==> src/hdl/tgad_pkg.sv <==
// Shared types and constants for the TGA run-length pixel decoder.
// No dependencies; used by every module under hdl/.
package tgad_pkg;

    localparam int CFG_ADDR_W = 3;
    localparam int CFG_DATA_W = 16;

    // register indexes
    localparam logic [CFG_ADDR_W-1:0] REG_PIXEL_FORMAT   = 3'd0;
    localparam logic [CFG_ADDR_W-1:0] REG_RLE_ENABLE     = 3'd1;
    localparam logic [CFG_ADDR_W-1:0] REG_ROW_WIDTH      = 3'd2;
    localparam logic [CFG_ADDR_W-1:0] REG_IMAGE_HEIGHT   = 3'd3;
    localparam logic [CFG_ADDR_W-1:0] REG_MIRROR_COLUMNS = 3'd4;
    localparam logic [CFG_ADDR_W-1:0] REG_TOP_ORIGIN     = 3'd5;

    // pixel format codes; the unused code decodes as BGRA
    localparam logic [1:0] FMT_MONO = 2'd0;
    localparam logic [1:0] FMT_BGR  = 2'd1;
    localparam logic [1:0] FMT_BGRA = 2'd2;

    // packet header byte
    localparam int         HDR_RUN_BIT    = 7;
    localparam logic [6:0] HDR_COUNT_MASK = 7'h7f;

    typedef struct packed {
        logic [1:0]  pixel_format;
        logic        rle_enable;
        logic [15:0] row_width;
        logic [15:0] image_height;
        logic        mirror_columns;
        logic        top_origin;
    } cfg_t;

    // one classified beat between front and back
    typedef struct packed {
        logic        err;
        logic        last;
        logic [23:0] hold;
        logic [7:0]  pix_byte;
        logic [15:0] column;
        logic [15:0] row;
        logic [7:0]  length;
    } span_item_t;

    // index of the byte that completes a pixel
    function automatic logic [1:0] last_slot(input logic [1:0] fmt);
        logic [1:0] slot;
        if (fmt[1])
            slot = 2'd3;
        else if (fmt == FMT_BGR)
            slot = 2'd2;
        else
            slot = 2'd0;
        return slot;
    endfunction

endpackage

==> src/hdl/tgad_front.sv <==
// Front end: takes data bytes, tracks packet, pixel-assembly and position state.
// Emits one span_item_t per finished pixel/run or packet error. Uses tgad_pkg.
module tgad_front
(
    input  logic                 clk,
    input  logic                 rst_n,
    input  tgad_pkg::cfg_t       cfg,
    input  logic                 push,
    input  logic [7:0]           data_byte,
    input  logic                 image_start,
    input  logic                 q_full,
    output logic                 q_push,
    output tgad_pkg::span_item_t q_item
);

    logic        expect_header_reg, expect_header_next;
    logic        run_packet_reg, run_packet_next;
    logic [7:0]  packet_left_reg, packet_left_next;
    logic [1:0]  byte_slot_reg, byte_slot_next;
    logic [23:0] pixel_hold_reg, pixel_hold_next;
    logic [15:0] column_pos_reg, column_pos_next;
    logic [15:0] row_pos_reg, row_pos_next;
    logic        halted_reg, halted_next;

    logic        in_fire;
    logic        cur_expect, cur_run, cur_halted;
    logic [7:0]  cur_left;
    logic [1:0]  cur_slot;
    logic [23:0] cur_hold;
    logic [15:0] cur_col, cur_row;
    logic [7:0]  count;
    logic [16:0] hdr_sum;
    logic [7:0]  len;
    logic [16:0] col_sum;
    logic [15:0] row_inc;
    logic        item_valid;

    assign in_fire = push && !q_full;

    // image start clears position state before the byte is taken
    assign cur_expect = image_start ? 1'b1  : expect_header_reg;
    assign cur_run    = image_start ? 1'b0  : run_packet_reg;
    assign cur_left   = image_start ? 8'd0  : packet_left_reg;
    assign cur_slot   = image_start ? 2'd0  : byte_slot_reg;
    assign cur_hold   = image_start ? 24'd0 : pixel_hold_reg;
    assign cur_col    = image_start ? 16'd0 : column_pos_reg;
    assign cur_row    = image_start ? 16'd0 : row_pos_reg;
    assign cur_halted = image_start ? 1'b0  : halted_reg;

    assign count   = {1'b0, data_byte[6:0] & tgad_pkg::HDR_COUNT_MASK} + 8'd1;
    assign hdr_sum = {1'b0, cur_col} + {9'd0, count};

    always_comb
    begin
        len = (cfg.rle_enable && cur_run) ? cur_left : 8'd1;
        if (len == 8'd0)
        begin
            len = 8'd1;
        end
    end

    assign col_sum = {1'b0, cur_col} + {9'd0, len};
    assign row_inc = cur_row + 16'd1;

    always_comb
    begin
        expect_header_next = cur_expect;
        run_packet_next    = cur_run;
        packet_left_next   = cur_left;
        byte_slot_next     = cur_slot;
        pixel_hold_next    = cur_hold;
        column_pos_next    = cur_col;
        row_pos_next       = cur_row;
        halted_next        = cur_halted;
        item_valid         = 1'b0;
        q_item             = '0;
        q_item.hold        = cur_hold;
        q_item.pix_byte    = data_byte;
        q_item.column      = cur_col;
        q_item.row         = cur_row;
        q_item.length      = len;

        if (cur_halted || (cur_row >= cfg.image_height))
        begin
            // beat dropped
        end
        else if (cfg.rle_enable && cur_expect)
        begin
            if (hdr_sum > {1'b0, cfg.row_width})
            begin
                halted_next = 1'b1;
                item_valid  = 1'b1;
                q_item      = '0;
                q_item.err  = 1'b1;
            end
            else
            begin
                run_packet_next    = data_byte[tgad_pkg::HDR_RUN_BIT];
                packet_left_next   = count;
                byte_slot_next     = 2'd0;
                pixel_hold_next    = 24'd0;
                expect_header_next = 1'b0;
            end
        end
        else if (cur_slot < tgad_pkg::last_slot(cfg.pixel_format))
        begin
            case (cur_slot)
                2'd0:    pixel_hold_next[7:0]   = cur_hold[7:0]   | data_byte;
                2'd1:    pixel_hold_next[15:8]  = cur_hold[15:8]  | data_byte;
                2'd2:    pixel_hold_next[23:16] = cur_hold[23:16] | data_byte;
                default: pixel_hold_next        = cur_hold;
            endcase
            byte_slot_next = cur_slot + 2'd1;
        end
        else
        begin
            item_valid      = 1'b1;
            byte_slot_next  = 2'd0;
            pixel_hold_next = 24'd0;
            if (cfg.rle_enable)
            begin
                packet_left_next = (cur_left >= len) ? (cur_left - len) : 8'd0;
                if (packet_left_next == 8'd0)
                begin
                    expect_header_next = 1'b1;
                end
            end
            if (col_sum >= {1'b0, cfg.row_width})
            begin
                column_pos_next = 16'd0;
                if (row_inc >= cfg.image_height)
                begin
                    q_item.last  = 1'b1;
                    row_pos_next = cfg.image_height;
                end
                else
                begin
                    row_pos_next = row_inc;
                end
            end
            else
            begin
                column_pos_next = col_sum[15:0];
            end
        end
    end

    assign q_push = in_fire && item_valid;

    always_ff @(posedge clk or negedge rst_n)
    begin
        if (!rst_n)
        begin
            expect_header_reg <= 1'b1;
            run_packet_reg    <= 1'b0;
            packet_left_reg   <= 8'd0;
            byte_slot_reg     <= 2'd0;
            pixel_hold_reg    <= 24'd0;
            column_pos_reg    <= 16'd0;
            row_pos_reg       <= 16'd0;
            halted_reg        <= 1'b0;
        end
        else if (in_fire)
        begin
            expect_header_reg <= expect_header_next;
            run_packet_reg    <= run_packet_next;
            packet_left_reg   <= packet_left_next;
            byte_slot_reg     <= byte_slot_next;
            pixel_hold_reg    <= pixel_hold_next;
            column_pos_reg    <= column_pos_next;
            row_pos_reg       <= row_pos_next;
            halted_reg        <= halted_next;
        end
    end

    a_err_halts: assert property (@(posedge clk) disable iff (!rst_n)
        q_push && q_item.err |=> halted_reg)
        else $error("packet error did not halt the front end");

    a_last_wraps: assert property (@(posedge clk) disable iff (!rst_n)
        q_push && q_item.last |=> column_pos_reg == 16'd0)
        else $error("image end left a nonzero column");

endmodule

==> src/hdl/tgad_fifo.sv <==
// Short register queue between the front and back ends.
// Carries tgad_pkg::span_item_t beats; depth set by DEPTH.
module tgad_fifo
#(
    parameter int DEPTH = 2
)
(
    input  logic                 clk,
    input  logic                 rst_n,
    input  logic                 push,
    input  tgad_pkg::span_item_t item_in,
    output logic                 full,
    input  logic                 pop,
    output tgad_pkg::span_item_t item_out,
    output logic                 empty
);

    localparam int PTR_W = (DEPTH > 1) ? $clog2(DEPTH) : 1;
    localparam int CNT_W = $clog2(DEPTH + 1);

    tgad_pkg::span_item_t entry_reg [DEPTH];
    logic [PTR_W-1:0] wr_ptr_reg, wr_ptr_next;
    logic [PTR_W-1:0] rd_ptr_reg, rd_ptr_next;
    logic [CNT_W-1:0] count_reg, count_next;
    logic             do_push, do_pop;

    assign full     = (count_reg == CNT_W'(DEPTH));
    assign empty    = (count_reg == '0);
    assign do_push  = push && !full;
    assign do_pop   = pop && !empty;
    assign item_out = entry_reg[rd_ptr_reg];

    always_comb
    begin
        wr_ptr_next = wr_ptr_reg;
        rd_ptr_next = rd_ptr_reg;
        count_next  = count_reg;
        if (do_push)
        begin
            wr_ptr_next = (wr_ptr_reg == PTR_W'(DEPTH - 1)) ? '0 : wr_ptr_reg + 1'b1;
        end
        if (do_pop)
        begin
            rd_ptr_next = (rd_ptr_reg == PTR_W'(DEPTH - 1)) ? '0 : rd_ptr_reg + 1'b1;
        end
        if (do_push && !do_pop)
        begin
            count_next = count_reg + 1'b1;
        end
        else if (do_pop && !do_push)
        begin
            count_next = count_reg - 1'b1;
        end
    end

    always_ff @(posedge clk or negedge rst_n)
    begin
        if (!rst_n)
        begin
            wr_ptr_reg <= '0;
            rd_ptr_reg <= '0;
            count_reg  <= '0;
        end
        else
        begin
            wr_ptr_reg <= wr_ptr_next;
            rd_ptr_reg <= rd_ptr_next;
            count_reg  <= count_next;
        end
    end

    always_ff @(posedge clk)
    begin
        if (do_push)
        begin
            entry_reg[wr_ptr_reg] <= item_in;
        end
    end

    a_count_bound: assert property (@(posedge clk) disable iff (!rst_n)
        count_reg <= CNT_W'(DEPTH))
        else $error("queue count beyond depth");

    a_count_up: assert property (@(posedge clk) disable iff (!rst_n)
        do_push && !do_pop |=> count_reg == $past(count_reg) + 1'b1)
        else $error("queue count missed a push");

endmodule

==> src/hdl/tgad_back.sv <==
// Back end: turns queued beats into destination spans (mirroring, row flip,
// channel regrouping) and holds the result register. Uses tgad_pkg.
module tgad_back
(
    input  logic                 clk,
    input  logic                 rst_n,
    input  tgad_pkg::cfg_t       cfg,
    input  logic                 q_empty,
    input  tgad_pkg::span_item_t q_item,
    output logic                 q_pop,
    output logic                 empty,
    input  logic                 pop,
    output logic [7:0]           chan_red,
    output logic [7:0]           chan_green,
    output logic [7:0]           chan_blue,
    output logic [7:0]           chan_alpha,
    output logic [15:0]          span_column,
    output logic [15:0]          span_row,
    output logic [7:0]           span_length,
    output logic                 image_last,
    output logic                 packet_error
);

    logic        out_valid_reg, out_valid_next;
    logic [7:0]  red_reg, green_reg, blue_reg, alpha_reg;
    logic [7:0]  red_next, green_next, blue_next, alpha_next;
    logic [15:0] column_reg, column_next;
    logic [15:0] row_reg, row_next;
    logic [7:0]  length_reg, length_next;
    logic        last_reg, last_next;
    logic        error_reg, error_next;

    assign q_pop = !q_empty && (!out_valid_reg || pop);

    always_comb
    begin
        out_valid_next = out_valid_reg;
        if (q_pop)
        begin
            out_valid_next = 1'b1;
        end
        else if (pop)
        begin
            out_valid_next = 1'b0;
        end
    end

    always_comb
    begin
        red_next    = 8'd0;
        green_next  = 8'd0;
        blue_next   = 8'd0;
        alpha_next  = 8'd0;
        column_next = 16'd0;
        row_next    = 16'd0;
        length_next = 8'd0;
        last_next   = 1'b0;
        error_next  = q_item.err;
        if (!q_item.err)
        begin
            if (cfg.pixel_format[1])
            begin
                blue_next  = q_item.hold[7:0];
                green_next = q_item.hold[15:8];
                red_next   = q_item.hold[23:16];
                alpha_next = q_item.pix_byte;
            end
            else if (cfg.pixel_format == tgad_pkg::FMT_BGR)
            begin
                blue_next  = q_item.hold[7:0];
                green_next = q_item.hold[15:8];
                red_next   = q_item.pix_byte;
            end
            else
            begin
                red_next = q_item.pix_byte;
            end
            if (cfg.mirror_columns)
                column_next = cfg.row_width - q_item.column - {8'd0, q_item.length};
            else
                column_next = q_item.column;
            if (cfg.top_origin)
                row_next = q_item.row;
            else
                row_next = cfg.image_height - 16'd1 - q_item.row;
            length_next = q_item.length;
            last_next   = q_item.last;
        end
    end

    always_ff @(posedge clk or negedge rst_n)
    begin
        if (!rst_n)
        begin
            out_valid_reg <= 1'b0;
        end
        else
        begin
            out_valid_reg <= out_valid_next;
        end
    end

    always_ff @(posedge clk)
    begin
        if (q_pop)
        begin
            red_reg    <= red_next;
            green_reg  <= green_next;
            blue_reg   <= blue_next;
            alpha_reg  <= alpha_next;
            column_reg <= column_next;
            row_reg    <= row_next;
            length_reg <= length_next;
            last_reg   <= last_next;
            error_reg  <= error_next;
        end
    end

    assign empty        = !out_valid_reg;
    assign chan_red     = red_reg;
    assign chan_green   = green_reg;
    assign chan_blue    = blue_reg;
    assign chan_alpha   = alpha_reg;
    assign span_column  = column_reg;
    assign span_row     = row_reg;
    assign span_length  = length_reg;
    assign image_last   = last_reg;
    assign packet_error = error_reg;

    a_err_clean: assert property (@(posedge clk) disable iff (!rst_n)
        out_valid_reg && error_reg |-> length_reg == 8'd0 && !last_reg)
        else $error("error beat carries span data");

endmodule

==> src/hdl/tga_rle_pixel_decoder.sv <==
// Top level of the TGA run-length pixel decoder: configuration registers,
// front end, beat queue and back end. Uses tgad_pkg, tgad_front, tgad_fifo, tgad_back.
//
// Takes one pixel-data byte per clock (push/full) while full is low, and gives one
// span per finished pixel or run (empty/pop), or one error beat when a packet overruns
// its row. An accepted byte's span passes through the beat queue and then the output
// register; the sustained rate is one byte per cycle while neither side stalls, set
// by the front end's packet and position update. QUEUE_DEPTH beats of slack sit between
// front and back ends, plus the output register. The user must write configuration
// through cfg_wr_en/cfg_addr/cfg_wdata only while the block is idle (left unchecked).
module tga_rle_pixel_decoder
#(
    parameter int QUEUE_DEPTH = 2
)
(
    input  logic                            clk,
    input  logic                            rst_n,
    input  logic                            push,
    output logic                            full,
    input  logic [7:0]                      data_byte,
    input  logic                            image_start,
    output logic                            empty,
    input  logic                            pop,
    output logic [7:0]                      chan_red,
    output logic [7:0]                      chan_green,
    output logic [7:0]                      chan_blue,
    output logic [7:0]                      chan_alpha,
    output logic [15:0]                     span_column,
    output logic [15:0]                     span_row,
    output logic [7:0]                      span_length,
    output logic                            image_last,
    output logic                            packet_error,
    input  logic                            cfg_wr_en,
    input  logic [tgad_pkg::CFG_ADDR_W-1:0] cfg_addr,
    input  logic [tgad_pkg::CFG_DATA_W-1:0] cfg_wdata
);

    tgad_pkg::cfg_t       cfg_reg;
    tgad_pkg::span_item_t front_item, back_item;
    logic                 q_push, q_full, q_pop, q_empty;

    always_ff @(posedge clk or negedge rst_n)
    begin
        if (!rst_n)
        begin
            cfg_reg.pixel_format   <= tgad_pkg::FMT_BGR;
            cfg_reg.rle_enable     <= 1'b1;
            cfg_reg.row_width      <= 16'd1;
            cfg_reg.image_height   <= 16'd1;
            cfg_reg.mirror_columns <= 1'b0;
            cfg_reg.top_origin     <= 1'b0;
        end
        else if (cfg_wr_en)
        begin
            case (cfg_addr)
                tgad_pkg::REG_PIXEL_FORMAT:   cfg_reg.pixel_format   <= cfg_wdata[1:0];
                tgad_pkg::REG_RLE_ENABLE:     cfg_reg.rle_enable     <= cfg_wdata[0];
                tgad_pkg::REG_ROW_WIDTH:      cfg_reg.row_width      <= cfg_wdata;
                tgad_pkg::REG_IMAGE_HEIGHT:   cfg_reg.image_height   <= cfg_wdata;
                tgad_pkg::REG_MIRROR_COLUMNS: cfg_reg.mirror_columns <= cfg_wdata[0];
                tgad_pkg::REG_TOP_ORIGIN:     cfg_reg.top_origin     <= cfg_wdata[0];
                default:                      cfg_reg                <= cfg_reg;
            endcase
        end
    end

    assign full = q_full;

    tgad_front u_front
    (
        .clk         (clk),
        .rst_n       (rst_n),
        .cfg         (cfg_reg),
        .push        (push),
        .data_byte   (data_byte),
        .image_start (image_start),
        .q_full      (q_full),
        .q_push      (q_push),
        .q_item      (front_item)
    );

    tgad_fifo #(
        .DEPTH (QUEUE_DEPTH)
    ) u_fifo
    (
        .clk      (clk),
        .rst_n    (rst_n),
        .push     (q_push),
        .item_in  (front_item),
        .full     (q_full),
        .pop      (q_pop),
        .item_out (back_item),
        .empty    (q_empty)
    );

    tgad_back u_back
    (
        .clk          (clk),
        .rst_n        (rst_n),
        .cfg          (cfg_reg),
        .q_empty      (q_empty),
        .q_item       (back_item),
        .q_pop        (q_pop),
        .empty        (empty),
        .pop          (pop),
        .chan_red     (chan_red),
        .chan_green   (chan_green),
        .chan_blue    (chan_blue),
        .chan_alpha   (chan_alpha),
        .span_column  (span_column),
        .span_row     (span_row),
        .span_length  (span_length),
        .image_last   (image_last),
        .packet_error (packet_error)
    );

endmodule

==> config.mk <==
export PLATFORM = sky130hd
export DESIGN_NAME = tga_rle_pixel_decoder
export DESIGN_NICKNAME = d
export VERILOG_FILES = /design/src/hdl/tgad_pkg.sv /design/src/hdl/tgad_front.sv /design/src/hdl/tgad_fifo.sv /design/src/hdl/tgad_back.sv /design/src/hdl/tga_rle_pixel_decoder.sv
export SDC_FILE = /design/constraint.sdc
export NUM_CORES = 1
export LEC_CHECK = 0
export ABC_CLOCK_PERIOD_IN_PS = 22900
export BUFFER_PORTS_ARGS = -buffer_cell sky130_fd_sc_hd__buf_2
export CORE_ASPECT_RATIO = 1.5
export CORE_MARGIN = 8
export CORE_UTILIZATION = 55
export CTS_BUF_LIST = sky130_fd_sc_hd__clkbuf_4
export DETAILED_ROUTE_END_ITERATION = 6
export PLACE_DENSITY = 0.71
export SETUP_SLACK_MARGIN = 0.02
export SKIP_LAST_GASP = 1
export SYNTH_ARGS = -nofsm -noshare
export SYNTH_HDL_FRONTEND = slang
export SYNTH_HIERARCHICAL = 1
export SYNTH_SLANG_ARGS = --single-unit
==> constraint.sdc <==
create_clock -name clk -period 22.9 [get_ports clk]
set_input_delay 4.58 -clock clk [delete_from_list [all_inputs] [get_ports clk]]
set_output_delay 4.58 -clock clk [all_outputs]
set_load 0.1 [all_outputs]
* Word level (Yosys, flattened, before mapping) *
Memory sizes are Yosys's and may differ from the RTL's.
Index checks and enable logic that the tools add are counted.

word-level totals
  bits in registers = 185
  RAM bits = 148
  input bits = 33
  output and inout port bits = 76
  logic and storage cells = 170
  memories = 1

memories
  memory            words  bits a word  read ports  clocked after memory_dff  write ports  RTL line         text
  u_fifo.entry_reg  2      74           1           0                         1            tgad_fifo.sv:21  tgad_pkg::span_item_t entry_reg [DEPTH];

operators by class
  add/subtract/negate cells = 14
  $lt $le $gt $ge = 6
  equality and inequality tests = 9
  mux-type cells = 79
  bitwise logic cells = 4
  reductions and logical operators = 30

operators with widths
  kind                                                                    number
  16-bit 2-to-1 mux                                                       13
  74-bit 2-to-1 mux                                                       2
  8-bit 2-to-1 mux                                                        17
  24-bit 2-to-1 mux                                                       5
  72-bit 2-to-1 mux                                                       1
  16-bit by 8-bit adder with 17-bit output                                2
  16-bit >= comparator                                                    2
  16-bit subtractor                                                       2
  1-bit 2-to-1 mux                                                        30
  8-bit OR                                                                3
  2-bit 2-to-1 mux                                                        11
  17-bit by 16-bit >= comparator with 1-bit output                        1
  17-bit by 16-bit greater-than comparator with 1-bit output              1
  16-bit by 1-bit adder with 16-bit output (second input constant)        1
  8-bit logical NOT                                                       2
  16-bit by 1-bit subtractor with 16-bit output (second input constant)   1
  16-bit by 8-bit subtractor with 16-bit output                           1
  2-bit AND reduction                                                     6
  1-bit logical AND                                                       9
  7-bit by 1-bit adder with 8-bit output (second input constant)          1
  8-bit >= comparator                                                     1
  8-bit subtractor                                                        1
  3-bit by 2-bit equality test with 1-bit output (second input constant)  2
  3-bit equality test (second input constant)                             2
  14 further kinds                                                        25

* Logic depth before layout (Yosys ltp) *
Gate-level depths: netlist (run 1).

  depth after elaboration = 15
  mapped depth = 31
  gate-level depth less buffers = 27

* Cells and area by module *
The synthesis (run 1) kept the hierarchy.

by module, submodules not included
  module                 times used  cells each  area an instance (µm²)  seq. area each (µm²)
  tgad_front             1           923         7287.0                  1727.9
  tgad_fifo              1           249         5739.3                  4544.4
  tgad_back              1           493         5013.6                  2247.2
  tga_rle_pixel_decoder  1           83          1497.7                  930.9

* Worst setup path after synthesis (run 1) *
No wires, ideal clock.

  path kind = input port to flip-flop
  from = input port image_start
  to = memory u_fifo/entry_reg[0][0] in the netlist's numbering, enable pin
  setup time = 507 ps
  arrival = 12149 ps
  slack = 10245 ps
  cell stages on the path = 27
  buffers on the path = 6
  cell sequence = buf_2 buf_1 clkbuf_1 clkbuf_1 nor2b_1 ha_1 a21o_1 a21oi_1 o21a_1 nor3_1 a41oi_1 nor2_1 xnor2_1 nor2_1 ha_1 and4_1 nand4_1 a31o_2 a31oi_1 or2_1 and3_1 buf_2 clkbuf_2 nor2_1 nor2_1 nand2_1 nor2_1

between the ends
  cells in the longest elaborated chain, start to end = 10
  elaborated cells between the ends (all ways) = 19
  those cells by class = 1 x add/sub; 3 x order compare; 11 x mux; 4 x reduce/logical

ends and longest elaborated chain
  item                                                        RTL line                     text
  start: declaration                                          tga_rle_pixel_decoder.sv:21  input logic image_start,
  16-bit 2-to-1 mux                                           tgad_front.sv:46             assign cur_col = image_start ? 16'd0 : column_pos_reg;
  16-bit by 8-bit adder with 17-bit output                    tgad_front.sv:51             assign hdr_sum = {1'b0, cur_col} + {9'd0, count};
  17-bit by 16-bit greater-than comparator with 1-bit output  tgad_front.sv:89             if (hdr_sum > {1'b0, cfg.row_width})
  1-bit 2-to-1 mux                                            tgad_front.sv:89
  1-bit 2-to-1 mux                                            tgad_front.sv:87             else if (cfg.rle_enable && cur_expect)
  1-bit 2-to-1 mux *                                          tgad_front.sv:83             if (cur_halted || (cur_row >= cfg.image_height))
  1-bit logical AND *                                         tgad_front.sv:148            assign q_push = in_fire && item_valid;
  via q_push                                                  tga_rle_pixel_decoder.sv:40  logic q_push, q_full, q_pop, q_empty;
  1-bit logical AND *                                         tgad_fifo.sv:29              assign do_push = push && !full;
  1-bit 2-to-1 mux *                                          tgad_fifo.sv:74              if (do_push)
  1-bit 2-to-1 mux (implied by the code) *                    tgad_fifo.sv:76              entry_reg[wr_ptr_reg] <= item_in;
  end: declaration                                            tgad_fifo.sv:21

Mark *: on every way through the listed nets, which the timed path passes. The rest lies on a longest branch.

* Final worst setup path (run 1) *
  from = input port image_start
  to = memory u_fifo/entry_reg[0][12] in the netlist's numbering, enable pin

Same word-level chain as after synthesis.

==> results by group, run 1 <==
Route
  • Final WL: slightly below 50 mm
  • Wire per inst: between 15 and 20 um
  • Pre-Repair DR Iteration Count: 6
  • DRC Markers: 0
  • Via density: just under 6
  • DR vias: about 14k
  • Routed Antenna Nets: 0
  • Detailed Route Iter0 Violations: ~960

Cells and area
  • Footprint of the multi-input gates: between 9000 and 10,000 sq um
  • Sequential cell area: around 9500 sq um
  • Final cell count without fillers: roughly 2.4k
  • Layout cells sized above 1: about a fifth
  • Area delta synth->final: 10.2%
  • Post-layout util: 61.5%
  • # nets final: slightly above 2k
  • Number of flip-flops in the largest register: ~150
  • Fill count: 2,879

Worst setup path
  • Cell count along the critical path: 27
  • Most frequent CP cell: nor2_1
  • Reg2reg start: u_front/column_pos_reg[1]$_DFFE_PN0P_
  • Crit path DAT: 10.72 ns
  • CP max-delay cell: buf_4
  • Bufs and invs on worst path: 6
  • Crit path kind: input pin to flop
  • Worst reg-to-reg setup slack: 16.74 ns
  • Worst setup path endpoint: u_fifo/entry_reg[0][12]$_DFFE_PP_
  • Crit path max-delay family: buffers and inverters
  • Crit start category: input pin
  • Worst Setup End Kind: flop
  • Reg2reg end: u_fifo/entry_reg[0][12]$_DFFE_PP_
  • Slowest cell delay on critical path: approximately 0.79 ns
  • Reg2Reg Depth: 24
  • Critical Path Fanout Max: 74
  • Required time of the worst setup path: between 20 and 25 ns
  • Worst setup path start: image_start

Global route
  • GR Util met3: under 10%
  • Total Routing Usage GR: between 20% and 30%
  • Met1 Track Usage GR: between 20 and 30%
  • Met2 Use GR: a little under two fifths
  • Largest net degree at the start of global routing: 75
  • First-pass GRT wire length: about 75 mm
  • Initial antenna violation count: 1
  • Number of global-route vias before repair: between 10k and 15k
  • Total grt overflow: 0
  • Grt peak-use layer: met2

Floorplanning
  • Die ar.: 41,900 sq um
  • Core ar.: between 30,000 and 40,000 sq um
  • IO Count: between 100 and 150
  • # rows: 84
  • Starting Density: between 50% and 60%
  • Die Height: between 200 and 250 um
  • Die width: between 150 and 200 um

Pwr
  • Power share of the clock group: 18.3%
  • Sequential group share of total power: between 30% and 40%
  • Peak VDD IR: approximately 0.086 mV
  • Switching Share: between 40 and 50%
  • P per Cell Area: 130 nW/um^2
  • Part of the power in combinational logic: between 50% and 60%
  • NetSw: about 1.3 mW
  • Internal Power: about 1.5 mW
  • P_leak: roughly 9.4 nW

Timing
  • Setup ws final: 12.53 ns
  • Max Freq: 0.0964 GHz
  • Final setup violation count: 0
  • Setup_tns: 0 ns
  • Hold Fails Final Rpt: 0
  • Relative slew slack: 21.3%
  • WHS: 0.493 ns
  • Clock skew: 0.0620 ns
  • Fin. max-slew vios: 0
  • Setup repair after global routing missed its margin: false
  • Final Cycle Share: between 40% and 50%
  • Tightest Pin Transition: 1.18 ns
  • Fin crit period: 10.37 ns

Placed design
  • Post-DP HPWL: roughly 35 mm
  • Placer Congestion: approximately 0.93
  • Cells after DPL: around 2.3k
  • IO Port Bufs: approximately 110
  • Dpl ws: between 10 and 15 ns

Synthesis
  • Post-synth EDFFs: approximately 220
  • Synthesized Nets: 1,926
  • Ys async rst share: roughly a third
  • Yosys reg bits: about 330
  • Mean Syn Cell Area: approximately 11 sq um
  • Netlist Area Pre-Place: between 15,000 and 20,000 sq um
  • Synth Warn #: 6
  • Seq/Total Area, Yosys: between 40% and 50%
  • Ys flop type: edfxtp_1
  • Distinct cells, synth: 89
  • Cells after Synth: ~1.7k

Status
  • Status: complete, no violations

Clock tree
  • Root buffer cell: clkbuf_4
  • Reg clk slew, reported paths: 0.06 ns
  • Clock buffer depth: 3
  • H-tree depth: 3
  • Num CTS Buffers: 78
  • Postcts setup bufs: 0
  • Clock Sinks: between 300 and 400
  • CTS hold repair buffers: 0
  • Skew-Pair Late Insertion Delay: 0.79 ns
  • CTS tree: yes
  • Resized Gates After CTS: 0

Job
  • Max_cap viols: 0

Worst hold path
  • HP Class: flop to flop
## power by group through the flow
| stage | sequential [mW] | combinational (mW) | clock (mW) |
|---|---|---|---|
| finish | 0.885 | 1.41 | 0.514 |
| detailed placement | 0.898 | 1.40 | 0 |
| global route | 0.900 | 1.51 | 0.560 |
| CTS | 0.886 | 1.41 | 0.530 |
| global placement | 0.892 | 1.38 | 0 |
| floorplan | 1.30 | 0.738 | 0 |
## logic make-up (layout without fill, tap and decap cells)
family	after synthesis	count (layout)	share of synthesized area (%)
and+or+nand+nor	542	542	14.3
muxes	133	133	8.68
xor gates and xnor gates	70	70	3.14
adders and majority gates	145	145	9.75
AOI/OAI and AO/OA	324	324	11.4
buffers and inverters	201	398	4.44
DFF	333	333	48.4
other	0	1	0
## layout by cell type, fill, tap and decap left out, types with 40 or more instances in the layout
cell type  instances
nor2_1           131
buf_2            107
a21oi_1           81
mux2_2            51
dfrtp_1          105
edfxtp_1         222
o21ai_0           54
xnor2_1           51
nor2b_1           47
nand2_1          112
ha_1             133
and2_1            74
nor3_1            40
inv_1            130
clkbuf_4         122
mux2_4            60
## worst min-delay path by stage
stage	startpoint	to	depth (start not counted)
2_1_floorplan	u_front/packet_left_reg[1]$_DFFE_PN0P_	u_front/packet_left_reg[1]$_DFFE_PN0P_	2
5_1_grt	u_front/pixel_hold_reg[10]$_DFFE_PN0P_	u_front/pixel_hold_reg[10]$_DFFE_PN0P_	1
4_1_cts	u_front/packet_left_reg[5]$_DFFE_PN0P_	u_front/packet_left_reg[5]$_DFFE_PN0P_	1
3_3_place_gp	u_front/packet_left_reg[1]$_DFFE_PN0P_	u_front/packet_left_reg[1]$_DFFE_PN0P_	2
3_5_place_dp	u_front/packet_left_reg[5]$_DFFE_PN0P_	u_front/packet_left_reg[5]$_DFFE_PN0P_	1
6_report	u_front/pixel_hold_reg[19]$_DFFE_PN0P_	u_front/pixel_hold_reg[19]$_DFFE_PN0P_	1
## worst reg2reg max path, stage by stage, from the launching register on
cell and delay [ns]:
dfrtp_1 0.39, nand2_1 0.15, inv_1 0.11, ha_1 0.30, a21o_1 0.17, a21oi_1 0.29
o21a_1 0.16, nor3_1 0.07, a41oi_1 0.43, nor2_1 0.12, xnor2_1 0.15, nor2_1 0.06
ha_1 0.33, and4_1 0.24, nand4_1 0.14, a31o_2 0.23, a31oi_1 0.36, or2_1 0.20
and3_1 0.16, buf_4 0.39, nor2_1 0.08, nor2_1 0.13, nand2_1 0.17, nor2_4 0.11
buf_4 0.79
## final cells by class
class | instances | area share, %
diodes | 1 | 0.0116
clock buffers | 122 | 4.25
clock inverters | 23 | 0.889
inverters | 130 | 2.27
multi-input cells | 1214 | 42.9
flip-flops and latches | 333 | 43.9
well taps | 473 | 2.75
repair buffers | 123 | 3.04
## cell usage after synthesis (9+ instances only)
library cell | n | area, sq um
o2bb2ai_1 | 9 | 78.8
inv_1 | 130 | 488
buf_2 | 16 | 80.1
a31oi_1 | 11 | 68.8
nand2b_1 | 24 | 150
ha_1 | 133 | 1660
nor2_1 | 132 | 495
and3_1 | 11 | 68.8
clkbuf_1 | 31 | 116
o21a_1 | 11 | 82.6
fa_1 | 12 | 240
or3_1 | 9 | 56.3
nand4_1 | 22 | 138
mux2i_1 | 22 | 220
a211oi_1 | 10 | 75.1
nor3_1 | 40 | 200
nand3_1 | 27 | 135
and2_1 | 74 | 463
mux2_4 | 60 | 901
xor2_1 | 19 | 166
a21oi_1 | 82 | 410
o21ai_0 | 54 | 270
nor2b_1 | 47 | 294
edfxtp_1 | 222 | 6670
a21o_1 | 17 | 128
dfrtp_1 | 106 | 2650
a22o_1 | 31 | 272
xnor2_1 | 51 | 447
o22ai_1 | 11 | 68.8
mux2_2 | 51 | 574
buf_6 | 9 | 101
nand2_1 | 112 | 420
## routing by layer
metal  vias up  part of all wire (%)  wire, um
li1       6644                     -         -
met1      6853                    43     20500
met2       409                    49     23500
met3        69                   6.0      2880
met4         0                   2.4      1140
met5         -                     0         0
## stage by stage
step,cell area (sq um),total power [mW]
after floorplan,19500,2.04
after global placement,20400,2.27
after detailed placement,20400,2.30
after CTS,21500,2.82
after global routing,21500,2.97
final,21500,2.81
No activity file was read; power rests on OpenSTA's default activity.
==> inputs of run 2 (changes only) <==
- ABC_CLOCK_PERIOD_IN_PS: 22900 -> 9300
- PLACE_DENSITY: 0.71 -> 0.74
- clock period: 22.9 -> 9.3 ns (I/O delays scaled with it)
==> run 2 against run 1 <==
Compared with the run above:
- clock-buffer cell count decreased by 6
- non-clock buffer count up 4
- combinational power up 150%
- clock skew down 0.028 ns
- clock power is 150% higher
- register-to-register slack worse by 13 ns
- cell area is 0.11% higher
- worst setup slack got worse by 10 ns
- sequential share of layout area about the same
- critical path depth is 2 lower
- hold slack worse by 0.013 ns
- critical path type unchanged
==> results by group, run 2 (synthesized netlist as in run 1, its figures left out) <==
Cells and area
  • Commonest non-fill, non-tap cell in the layout: edfxtp_1
  • Final cell count without fillers: ~2.4k
  • Layout cells sized above 1: roughly a fifth
  • Number of flip-flops in the largest register: 148
  • Post-layout util: about three fifths
  • Most frequent cells in the layout: edfxtp_1, ha_1, nor2_1
  • Area delta synth->final: 10.4%
  • # nets final: approximately 2.1k
  • Final instance area: ~22,000 sq um

Route
  • Routed Antenna Nets: 0
  • Final WL: slightly below 50 mm
  • DRC Markers: 0
  • Wire per inst: just over 20 um
  • Detailed Route Iter0 Violations: 1,050
  • DR vias: around 14k
  • Via density: a little under 6
  • Pre-Repair DR Iteration Count: 7

Worst hold path
  • HP Class: flop to flop

Worst setup path
  • Required time of the worst setup path: 9.68 ns
  • Worst Setup End Kind: flop
  • Crit start category: input pin
  • Critical Path Fanout Max: 26
  • Crit path kind: input pin to flop
  • Crit path DAT: a little over 7 ns

Clock tree
  • Clock buffer depth: 3
  • Postcts setup bufs: 0
  • Root buffer cell: clkbuf_4
  • Clock Sinks: 333
  • Reg clk slew, reported paths: 0.07 ns
  • Num CTS Buffers: a little under 80
  • Skew-Pair Late Insertion Delay: around 0.74 ns
  • Resized Gates After CTS: 0
  • CTS tree: yes
  • CTS hold repair buffers: 0
  • H-tree depth: 3

Global route
  • Largest net degree at the start of global routing: 60
  • Total grt overflow: 0
  • Number of global-route vias before repair: between 10k and 15k
  • First-pass GRT wire length: around 76 mm
  • Initial antenna violation count: 2
  • Total Routing Usage GR: between 20% and 30%

Timing
  • Final Cycle Share: around three quarters
  • Fin crit period: 6.87 ns
  • Max Freq: 0.146 GHz
  • Setup repair after global routing missed its margin: false
  • Fin. max-slew vios: 0
  • Hold Fails Final Rpt: 0
  • Tightest Pin Transition: about 1.2 ns
  • Clock skew: 0.0335 ns
  • Setup_tns: 0 ns
  • Final setup violation count: 0
  • Relative slew slack: about 23%

Floorplanning
  • Core ar.: approximately 35,000 sq um
  • Die width: roughly 170 um
  • Starting Density: around 56%
  • # rows: 84
  • Die ar.: ~42,000 sq um
  • IO Count: 109
  • Die Height: approximately 250 um

Pwr
  • P_leak: ~9.4 nW
  • Peak VDD IR: 0.260 mV
  • P per Cell Area: 322 nW/um^2

Job
  • Max_cap viols: 0

Status
  • Status: complete, no violations

Placed design
  • IO Port Bufs: 108
  • Post-DP HPWL: between 30 and 40 mm
  • Cells after DPL: ~2.3k
  • Placer Congestion: approximately 0.94
  • Post-Place Cell Area: just over 20,000 sq um
## run 2: per-layer routing
layer,wire length (um),vias to the layer above,global-route usage [%]
met1,20300,6828,28.8
met5,0,-,0
met3,2890,107,3.85
met4,1590,0,9.34
li1,-,6654,-
met2,24000,472,39.7
## run 2: layout make-up
type                    count  area, sq um
clock buffers             116          871
well taps                 473          592
multi-input cells        1214         9240
diodes                      2         5.00
inverters                 130          488
clock inverters            29          228
flip-flops and latches    333         9450
repair buffers            127          686
fillers                  2849        13400
## run 2: critical path, stage by stage
cell	delay, ns
buf_2	0.27
inv_1	0.10
nand2_1	0.13
inv_1	0.11
ha_1	0.31
a21o_1	0.18
a21oi_1	0.28
o21a_1	0.16
nor3_1	0.07
a41oi_1	0.38
nor2_1	0.11
xnor2_1	0.15
nor2_1	0.06
ha_1	0.33
and4_1	0.23
nand4_1	0.13
a31o_2	0.23
a31oi_1	0.37
or2_1	0.17
and3_1	0.18
nor2_1	0.05
nor2_1	0.13
nand2_1	0.15
nor2_4	0.61
buf_4	0.46
## run 2: report_power, final
group          leakage, nW  switching, mW  internal (mW)  total (mW)
logic                 5.23           2.43           1.05        3.48
clock network        0.638          0.585          0.688        1.27
registers             3.52          0.197           1.99        2.18
total                 9.39           3.21           3.72        6.94
## run 2: worst paths after layout
kind | startpoint | slack, ns | cells after the start | endpoint
hold reg to reg | u_front/packet_left_reg[1]$_DFFE_PN0P_ | 0.48 | 2 | u_front/packet_left_reg[1]$_DFFE_PN0P_
hold / removal | u_front/packet_left_reg[1]$_DFFE_PN0P_ | 0.48 | 2 | u_front/packet_left_reg[1]$_DFFE_PN0P_
setup / recovery | image_start | 2.43 | 25 | u_fifo/entry_reg[0][10]$_DFFE_PP_
max in group asynchronous | rst_n | 6.79 | 2 | u_front/column_pos_reg[14]$_DFFE_PN0P_
min in group asynchronous | rst_n | 1.20 | 1 | u_front/pixel_hold_reg[10]$_DFFE_PN0P_
setup reg to reg | u_front/column_pos_reg[1]$_DFFE_PN0P_ | 3.55 | 23 | u_fifo/entry_reg[0][10]$_DFFE_PP_
## run 2: metrics by stage
stage          total power [mW]  hold slack, ns  worst slack (ns)
2_1_floorplan              5.02           0.444             0.605
3_3_place_gp               5.62           0.465              1.82
3_5_place_dp               5.68           0.472              1.77
4_1_cts                    6.98           0.487              2.55
5_1_grt                    7.32           0.506              2.06
6_report                   6.94           0.480              2.43
